File: src/hw/rtl/akx_pkg.sv
// akx_pkg: shared constants and GF(2^8) helpers for the AES-128 key schedule
// holds the S-box table, xtime and the InvMixColumns column function
// no dependencies
`default_nettype none

package akx_pkg;

	localparam int unsigned NUM_ROUNDS = 11;
	localparam logic [3:0] LAST_ROUND = 4'd10;
	localparam logic [7:0] RCON_FIRST = 8'h01;
	localparam logic [7:0] GF_POLY = 8'h1b;

	// byte 0 sits in the top bits of the packed table
	localparam logic [0:255][7:0] SBOX_TABLE = {
		128'h637c777bf26b6fc53001672bfed7ab76,
		128'hca82c97dfa5947f0add4a2af9ca472c0,
		128'hb7fd9326363ff7cc34a5e5f171d83115,
		128'h04c723c31896059a071280e2eb27b275,
		128'h09832c1a1b6e5aa0523bd6b329e32f84,
		128'h53d100ed20fcb15b6acbbe394a4c58cf,
		128'hd0efaafb434d338545f9027f503c9fa8,
		128'h51a3408f929d38f5bcb6da2110fff3d2,
		128'hcd0c13ec5f974417c4a77e3d645d1973,
		128'h60814fdc222a908846eeb814de5e0bdb,
		128'he0323a0a4906245cc2d3ac629195e479,
		128'he7c8376d8dd54ea96c56f4ea657aae08,
		128'hba78252e1ca6b4c6e8dd741f4bbd8b8a,
		128'h703eb5664803f60e613557b986c11d9e,
		128'he1f8981169d98e949b1e87e9ce5528df,
		128'h8ca1890dbfe6426841992d0fb054bb16
	};

	function automatic logic [7:0] sbox(input logic [7:0] x);
		return SBOX_TABLE[x];
	endfunction

	function automatic logic [7:0] xtime(input logic [7:0] a);
		return {a[6:0], 1'b0} ^ (a[7] ? GF_POLY : 8'h00);
	endfunction

	function automatic logic [31:0] inv_mix_col(input logic [31:0] w);
		logic [7:0] a [4];
		logic [7:0] x2 [4];
		logic [7:0] x4 [4];
		logic [7:0] x8 [4];
		logic [7:0] m9 [4];
		logic [7:0] m11 [4];
		logic [7:0] m13 [4];
		logic [7:0] m14 [4];
		logic [31:0] res;
		for (int i = 0; i < 4; i++) begin
			a[i] = w[31 - 8*i -: 8];
			x2[i] = xtime(a[i]);
			x4[i] = xtime(x2[i]);
			x8[i] = xtime(x4[i]);
			m9[i] = x8[i] ^ a[i];
			m11[i] = x8[i] ^ x2[i] ^ a[i];
			m13[i] = x8[i] ^ x4[i] ^ a[i];
			m14[i] = x8[i] ^ x4[i] ^ x2[i];
		end
		res[31:24] = m14[0] ^ m11[1] ^ m13[2] ^ m9[3];
		res[23:16] = m9[0] ^ m14[1] ^ m11[2] ^ m13[3];
		res[15:8] = m13[0] ^ m9[1] ^ m14[2] ^ m11[3];
		res[7:0] = m11[0] ^ m13[1] ^ m9[2] ^ m14[3];
		return res;
	endfunction

endpackage

`default_nettype wire

File: src/hw/rtl/aes128_round_key_expansion.sv
// aes128_round_key_expansion: AES-128 key schedule, eleven round keys per cipher key
// depends on akx_pkg, akx_round, akx_inv_mix
//
//  channel | signals                                          | dir
//  in      | in_valid, in_ready, key_hi, key_lo, operation    | sink
//  out     | out_valid, out_ready, round_index, round_key_hi, | source
//          | round_key_lo, last                               |
//
// a cipher key is loaded first, then, while out does not stall, one round key
// per cycle goes through the shared round unit and the output register
// in_ready is low from the load until round key 10 has been issued
// a stall on out holds the sequencer, no round key is dropped
// reset clears the sequencer and the output valid, key registers are not reset
`default_nettype none

module aes128_round_key_expansion (
	input  wire logic          clk,
	input  wire logic          arst_n,
	input  wire logic          in_valid,
	output logic               in_ready,
	input  wire logic [63:0]   key_hi,
	input  wire logic [63:0]   key_lo,
	input  wire logic          operation,
	output logic               out_valid,
	input  wire logic          out_ready,
	output logic      [3:0]    round_index,
	output logic      [63:0]   round_key_hi,
	output logic      [63:0]   round_key_lo,
	output logic               last
);
	import akx_pkg::*;

	logic         busy_q;
	logic [3:0]   round_q;
	logic [127:0] key_q;
	logic [7:0]   rcon_q;
	logic         op_q;
	logic         out_valid_q;
	logic [3:0]   out_idx_q;
	logic [127:0] out_key_q;
	logic         out_last_q;

	logic         accept;
	logic         issue;
	logic         mix_en;
	logic [127:0] key_next;
	logic [127:0] key_view;

	akx_round u_round (
		.key_cur  (key_q),
		.rcon     (rcon_q),
		.key_next (key_next)
	);

	// outer round keys are never transformed
	assign mix_en = op_q && (round_q != 4'd0) && (round_q != LAST_ROUND);

	akx_inv_mix u_inv_mix (
		.key_in  (key_q),
		.enable  (mix_en),
		.key_out (key_view)
	);

	assign in_ready = !busy_q;
	assign accept = in_valid && in_ready;
	assign issue = busy_q && (!out_valid_q || out_ready);

	always_ff @(posedge clk or negedge arst_n) begin
		if (!arst_n) begin
			busy_q <= 1'b0;
			round_q <= 4'd0;
			out_valid_q <= 1'b0;
		end else begin
			if (accept) begin
				busy_q <= 1'b1;
				round_q <= 4'd0;
			end else if (issue) begin
				round_q <= round_q + 4'd1;
				if (round_q == LAST_ROUND) begin
					busy_q <= 1'b0;
				end
			end
			if (issue) begin
				out_valid_q <= 1'b1;
			end else if (out_ready) begin
				out_valid_q <= 1'b0;
			end
		end
	end

	always_ff @(posedge clk) begin
		if (accept) begin
			key_q <= {key_hi, key_lo};
			op_q <= operation;
			rcon_q <= RCON_FIRST;
		end else if (issue) begin
			key_q <= key_next;
			rcon_q <= xtime(rcon_q);
			out_idx_q <= round_q;
			out_key_q <= key_view;
			out_last_q <= (round_q == LAST_ROUND);
		end
	end

	assign out_valid = out_valid_q;
	assign round_index = out_idx_q;
	assign round_key_hi = out_key_q[127:64];
	assign round_key_lo = out_key_q[63:0];
	assign last = out_last_q;

`ifndef SYNTHESIS
	a_round_range: assert property (@(posedge clk) disable iff (!arst_n)
		busy_q |-> (round_q <= LAST_ROUND))
		else $error("round counter past the last round key");

	a_load_starts: assert property (@(posedge clk) disable iff (!arst_n)
		accept |=> (busy_q && round_q == 4'd0))
		else $error("accepted item did not start at round key 0");

	a_last_index: assert property (@(posedge clk) disable iff (!arst_n)
		out_valid_q |-> (out_last_q == (out_idx_q == LAST_ROUND)))
		else $error("last flag does not match round index");

	a_done_after_last: assert property (@(posedge clk) disable iff (!arst_n)
		(issue && round_q == LAST_ROUND) |=> !busy_q)
		else $error("sequencer still busy after round key 10");
`endif

endmodule

`default_nettype wire

File: src/hw/rtl/akx_round.sv
// akx_round: one step of the AES-128 key schedule, round key i to round key i+1
// RotWord, SubWord and Rcon on word 3, then the chained word XORs
// depends on akx_pkg
`default_nettype none

module akx_round (
	input  wire logic [127:0] key_cur,
	input  wire logic [7:0]   rcon,
	output logic      [127:0] key_next
);
	import akx_pkg::*;

	logic [31:0] w0, w1, w2, w3;
	logic [31:0] rot, sub;
	logic [31:0] n0, n1, n2, n3;

	assign w0 = key_cur[127:96];
	assign w1 = key_cur[95:64];
	assign w2 = key_cur[63:32];
	assign w3 = key_cur[31:0];

	assign rot = {w3[23:0], w3[31:24]};
	assign sub = {sbox(rot[31:24]), sbox(rot[23:16]), sbox(rot[15:8]), sbox(rot[7:0])};

	assign n0 = w0 ^ sub ^ {rcon, 24'h000000};
	assign n1 = w1 ^ n0;
	assign n2 = w2 ^ n1;
	assign n3 = w3 ^ n2;

	assign key_next = {n0, n1, n2, n3};

endmodule

`default_nettype wire

File: src/hw/rtl/akx_inv_mix.sv
// akx_inv_mix: optional InvMixColumns over the four words of a round key
// used for the equivalent inverse cipher keys
// depends on akx_pkg
`default_nettype none

module akx_inv_mix (
	input  wire logic [127:0] key_in,
	input  wire logic         enable,
	output logic      [127:0] key_out
);
	import akx_pkg::*;

	logic [127:0] mixed;

	always_comb begin
		for (int j = 0; j < 4; j++) begin
			mixed[127 - 32*j -: 32] = inv_mix_col(key_in[127 - 32*j -: 32]);
		end
	end

	assign key_out = enable ? mixed : key_in;

endmodule

`default_nettype wire
File: config.mk
export PLATFORM = sky130hd
export DESIGN_NAME = aes128_round_key_expansion
export DESIGN_NICKNAME = d
export VERILOG_FILES = /design/src/hw/rtl/akx_pkg.sv /design/src/hw/rtl/aes128_round_key_expansion.sv /design/src/hw/rtl/akx_round.sv /design/src/hw/rtl/akx_inv_mix.sv
export SDC_FILE = /design/constraint.sdc
export NUM_CORES = 2
export LEC_CHECK = 0
export ABC_AREA = 0
export BUFFER_PORTS_ARGS = -buffer_cell sky130_fd_sc_hd__buf_4
export CAP_MARGIN = 25
export CELL_PAD_IN_SITES_DETAIL_PLACEMENT = 1
export CELL_PAD_IN_SITES_GLOBAL_PLACEMENT = 1
export CORE_MARGIN = 2
export CORE_UTILIZATION = 47
export DETAILED_ROUTE_END_ITERATION = 16
export PLACE_DENSITY_LB_ADDON = 0.1
export SKIP_CTS_REPAIR_TIMING = 1
export SLEW_MARGIN = 10
export SYNTH_ARGS = -nofsm -noshare
export SYNTH_HDL_FRONTEND = slang
export SYNTH_SLANG_ARGS = --single-unit
File: constraint.sdc
create_clock -name clk -period 5.9 [get_ports clk]
set_input_delay 1.475 -clock clk [delete_from_list [all_inputs] [get_ports clk]]
set_output_delay 1.475 -clock clk [all_outputs]
set_load 0.01 [all_outputs]
## After elaboration in Yosys (flattened, before gate mapping)

Memories as Yosys holds them, arrays and structs flattened.
Cells that the tools add are included.

| cells by class | value |
|---|---|
| add/sub/neg operators | 1 |
| magnitude comparators | 4 |
| eq/ne operators | 2 |
| multiplexer cells | 67 |
| bitwise logic cells | 203 |
| reductions and logical operators | 13 |

Operators by type and width:

| kind | number |
|---|---|
| $xor A8 B8 Y8 | 192 |
| $mux W128 | 3 |
| $mux W5 | 49 |
| $xor A32 B32 Y32 | 5 |
| $mux W8 | 8 |
| $ge A9 B9 Y1 const B | 4 |
| $not A8 Y9 | 4 |
| $mux W4 | 2 |
| $xor A8 B5 Y8 | 1 |
| $reduce_bool A2 Y1 | 3 |
| $mux W1 | 5 |
| $add A4 B1 Y4 const B | 1 |
| $eq A4 B4 Y1 const B | 1 |
| $logic_and A1 B1 Y1 | 4 |
| $ne A4 B4 Y1 const B | 1 |
| $reduce_and A2 Y1 | 2 |
| $reduce_bool A4 Y1 | 1 |
| $logic_not A1 Y1 | 2 |
| $logic_or A1 B1 Y1 | 1 |
| $not A1 Y1 | 1 |

| word-level totals | value |
|---|---|
| register bits | 276 |
| bits in read-only memories | 8192 |
| input bits | 133 |
| output and inout port bits | 135 |
| word-level logic and storage cells | 303 |
| memories | 4 |

Memories:

| name | depth | bits a word | rd ports | clocked after Yosys merged registers in | wr ports | RTL line | RTL |
|---|---|---|---|---|---|---|---|
| (no name shown) | 256 | 8 | 1 | 0 | 0 | akx_pkg.sv:34 | `return SBOX_TABLE[x];` |
| (no name shown) | 256 | 8 | 1 | 0 | 0 | akx_pkg.sv:34 |  |
| (no name shown) | 256 | 8 | 1 | 0 | 0 | akx_pkg.sv:34 |  |
| (no name shown) | 256 | 8 | 1 | 0 | 0 | akx_pkg.sv:34 |  |

## Logic depth before layout (Yosys ltp)

| depth | value |
|---|---|
| word-level depth | 12 |
| mapped depth | 15 |
| gate-level depth less buffers | 11 |

## By module

From an unflattened synthesis, not the netlist that was laid out.

| unflattened totals | value |
|---|---|
| cells, all modules | 4030 |
| area, all modules | 36471.2 um2 |

By module, submodules not included:

| module | times used | cells an instance | area an instance (um2) | seq. area each (um2) |
|---|---|---|---|---|
| akx_round | 1 | 2310 | 16041.6 | 0.0 |
| akx_inv_mix | 1 | 971 | 10329.9 | 0.0 |
| aes128_round_key_expansion | 1 | 749 | 10099.7 | 8177.8 |

## Worst setup path before layout

OpenSTA, ideal clock, no wires.

| path | value |
|---|---|
| path kind | input-to-reg |
| start point | input in_valid |
| end point | register key_q[0], enable pin |
| setup time | 1.111 ns |
| data arrival time | 4.285 ns |
| data required time | 4.789 ns |
| path slack | 0.504 ns |
| stages | 4 |
| buffers on the path | 2 |
| cell sequence | nand2_1 -> clkbuf_1 -> buf_1 -> nand2_1 |

| on the way | value |
|---|---|
| longest elaborated chain between the ends | 2 |

RTL lines:

| what | RTL line | RTL |
|---|---|---|
| from (decl) | aes128_round_key_expansion.sv:19 | `input wire logic in_valid,` |
| $logic_and A1 B1 Y1 | aes128_round_key_expansion.sv:65 | `assign accept = in_valid && in_ready;` |
| $reduce_bool A2 Y1 (no line) | - |  |
| to (signal assigned) | aes128_round_key_expansion.sv:93 | `key_q <= {key_hi, key_lo};` |
| to (signal assigned) | aes128_round_key_expansion.sv:97 | `key_q <= key_next;` |
| to (decl) | aes128_round_key_expansion.sv:35 | `logic [127:0] key_q;` |

No other way between the ends.
A chain may end at the register's enable or synchronous reset.

## Worst setup path in the final report

| path | value |
|---|---|
| start point | register key_q[25] |
| end point | register key_q[64] (data pin) |

| on the way | value |
|---|---|
| longest elaborated chain between the ends | 9 |

RTL lines:

| what | RTL line | RTL |
|---|---|---|
| $not A8 Y9 (not written as such) | akx_pkg.sv:34 |  |
| $mem_v2 Z256 W8 | - |  |
| $mux W8 (not written as such) (2 in series) | akx_pkg.sv:34 |  |
| $xor A32 B32 Y32 (2 in series) | akx_round.sv:25 | `assign n0 = w0 ^ sub ^ {rcon, 24'h000000};` |
| $xor A32 B32 Y32 | akx_round.sv:26 | `assign n1 = w1 ^ n0;` |
| $mux W128 | aes128_round_key_expansion.sv:96 | `end else if (issue) begin` |
| $mux W128 | aes128_round_key_expansion.sv:92 | `if (accept) begin` |

No other way between the ends. The select of a mux whose other input is x is not followed.

==> impl_metrics.tcl <==
set metrics [dict create \
    drv_cap 0 \
    synth_cell_types 100 \
    grt_max_degree 151 \
    crit_chain "ha_1 > nor2b_1 > o21ai_0 > a221oi_1 > a2111o_1 > o211ai_2 > xor2_1 > xnor2_1 > o21ai_0" \
    rrSetupSlack_ns 0.66 \
    grt_pass1_wl_mm 241 \
    wl_mm 167 \
    rsz0062_at_grt "false" \
    cts_made_buffers 37 \
    antenna_found_initial 3 \
    crit_family "compound AO/OA/AOI/OAI gates" \
    period_minus_slack_ns 5.24 \
    r2r_end "key_q[64]" \
    critPathKind "flop to flop" \
    root_buffer "clkbuf_16" \
    core_area_um2 72800 \
    clk_latency_ns 0.59 \
    synth_edf_count 262 \
    synth_nets 4418 \
    clock_path_buffers 3 \
    worstReg2RegStart "key_q[25]" \
    first_pass_iters 12 \
    drive_gt1_share_pct 13.2 \
    fill_cells 8705 \
    synth_area_um2 34500 \
    dp_hpwl_mm 123 \
    fin_hold_ws_ns 0.473 \
    ctsHtreeMaxLevel 2 \
    min_period_over_period_pct 88.9 \
    async_reset_ff_share_pct 2.17 \
    vias 35468 \
    arrival_ns 5.52 \
    port-buffer-count 267 \
    synth_top_area_cell "edfxtp_1" \
    drc_errors 0 \
    synth.area.top_cells "edfxtp_1, xnor2_1, xor2_1" \
    ys_seq_elements 276 \
    syn_inst 4222 \
    grt_pass1_vias 34713 \
    ys_warn_count 0 \
    yosysMostFrequentCell "xnor2_1" \
    critPathSlowestCell "edfxtp_1" \
    grt_usage_pct 42.8 \
    finalSetupTns_ns 0 \
    critical_path.max_stage_delay_ns 1.07 \
    clock_skew_ns 0.0299 \
    ios 268 \
    ff2ff_path_depth 9 \
    hp-class "flop to flop" \
    synth_flop_cell "edfxtp_1" \
    cts_sinks 276 \
    cts_tree "yes" \
    tightest_slew_ns 1.11 \
    drt-initial-drc-count 5127 \
    drv_slew 0 \
    slew_headroom_pct 25.7 \
    dieWidth_um 275 \
    fmax_mhz 191 \
    start_util_pct 47.3 \
    hold_viol_final 0 \
    area_growth_pct 9.90 \
    synth_top_area_share_pct 22.8 \
    cp_max_fo 19 \
    wl_per_cell_um 32.2 \
    crit_buf_inv 0 \
    die_y_um 275 \
    synth_seq_area_share_pct 23.7 \
    crit_cells 9 \
    gp_congestion 1.11 \
    die_area_um2 75500 \
    setup_viol 0 \
    crit_path_end "key_q[64]" \
    clk_pin_slew_worst_paths_ns 0.06 \
    required_ns 6.18 \
    via_per_inst 6.84 \
    final_antenna_net_count 0 \
    ys_top_cells_by_count "xnor2_1, nand2_1, o21ai_0, edfxtp_1, clkbuf_1" \
    synth.avg_cell_area_um2 8.16 \
    layout.nets 4393 \
    fp-row-count 99 \
    critPathLaunch "key_q[25]" \
    critPathMostFrequentCell "o21ai_0" \
    worst_setup_path_end_kind "flop" \
    grt-ovfl-total 0 \
    status "finished, final reports clean" \
    crit_path_start_kind "flop" \
]
## area by class of cell
cell class              instances  area [µm²]  share of cell area, %
well taps                     959        1200                   3.17
inverters                      50         195                  0.515
flip-flops and latches        276        8180                   21.6
clock inverters                23         175                  0.462
clock buffers                  44         952                   2.51
multi-input cells            3445       24200                   63.8
repair buffers                387        3010                   7.96
diodes                          3        7.51                 0.0198
## how the worst min path moves through the flow
| stage | start | to | slack [ns] | depth (start not counted) |
|---|---|---|---|---|
| 3_3_place_gp | rcon_q[6] | rcon_q[7] | 0.46 | 2 |
| 6_report | rcon_q[4] | rcon_q[5] | 0.47 | 2 |
| 3_5_place_dp | rcon_q[4] | rcon_q[5] | 0.47 | 2 |
| 5_1_grt | rcon_q[6] | rcon_q[7] | 0.50 | 2 |
| 4_1_cts | rcon_q[6] | rcon_q[7] | 0.47 | 2 |
| 2_1_floorplan | rcon_q[1] | rcon_q[2] | 0.44 | 2 |
## layout by cell type (no fill, tap or decap), types with 14 or more instances in the layout
cell type / count
a211o_1: 14
a211oi_1: 47
xnor2_1: 725
inv_1: 31
clkinv_1: 15
mux2i_1: 25
o22ai_1: 19
and2_1: 31
mux2_2: 27
o2111ai_1: 19
a221oi_1: 32
o211ai_1: 44
nor2b_1: 88
a311oi_1: 46
o32ai_1: 19
nor3_1: 95
xnor3_1: 19
nand2_1: 388
a21o_1: 18
o311ai_0: 36
o21ai_1: 27
a31oi_1: 54
edfxtp_1: 262
mux4_2: 21
and3_1: 18
clkbuf_16: 37
o31ai_1: 31
nor4_1: 25
nor3b_1: 19
xor2_1: 208
o21ai_0: 290
nand3_1: 99
nor2_1: 216
nand2b_1: 108
a21oi_1: 231
buf_4: 377
or3_1: 18
nand4_1: 30
or2_2: 23
ha_1: 63
## stage by stage
step,std cells,utilization (%),setup WS (ns),instance area (µm²)
2_1_floorplan,4222,-,0.504,34500
3_3_place_gp,5114,50.4,1.04,36700
3_5_place_dp,5115,50.4,1.09,36700
4_1_cts,5182,51.9,1.07,37800
5_1_grt,5186,52.0,0.732,37900
6_report,5187,52.0,0.657,37900
## logic make-up after synthesis
kind of cell	after synthesis	share of synthesized area (%)
AO/OA/AOI/OAI	1127	21.9
AND/OR/NAND/NOR	1221	17.4
flip-flops	276	23.7
multiplexers	74	3.01
XOR/XNOR	960	25.4
adder cells (fa/ha/maj)	63	2.29
buffers and inverters	501	6.27
## per-layer routing
layer | up-vias | track usage, % | wire (µm) | share of wire, %
li1 | 15042 | - | - | -
met1 | 17398 | 56.8 | 65900 | 40
met2 | 2435 | 65.2 | 72300 | 43
met3 | 591 | 10.9 | 19000 | 11
met4 | 2 | 19.9 | 9510 | 5.7
met5 | - | 0 | 13 | 0.0078
## flip-flops by register name, indices dropped and copies added (netlist names)
signal,flops
busy_q,1
round_q,4
key_q,128
out_key_q,128
rcon_q,8
out_valid,1
op_q,1
round_index,4
last,1
## worst reg2reg max path, cell delays in order (launching register included)
cell and delay, ns:
edfxtp_1 1.07, ha_1 0.73, nor2b_1 0.78, o21ai_0 0.20
a221oi_1 0.69, a2111o_1 0.22, o211ai_2 0.16, xor2_1 0.81
xnor2_1 0.20, o21ai_0 0.12
Power is not shown: default switching activity piles up to over one toggle a cycle in this logic, so the estimate is an artifact.
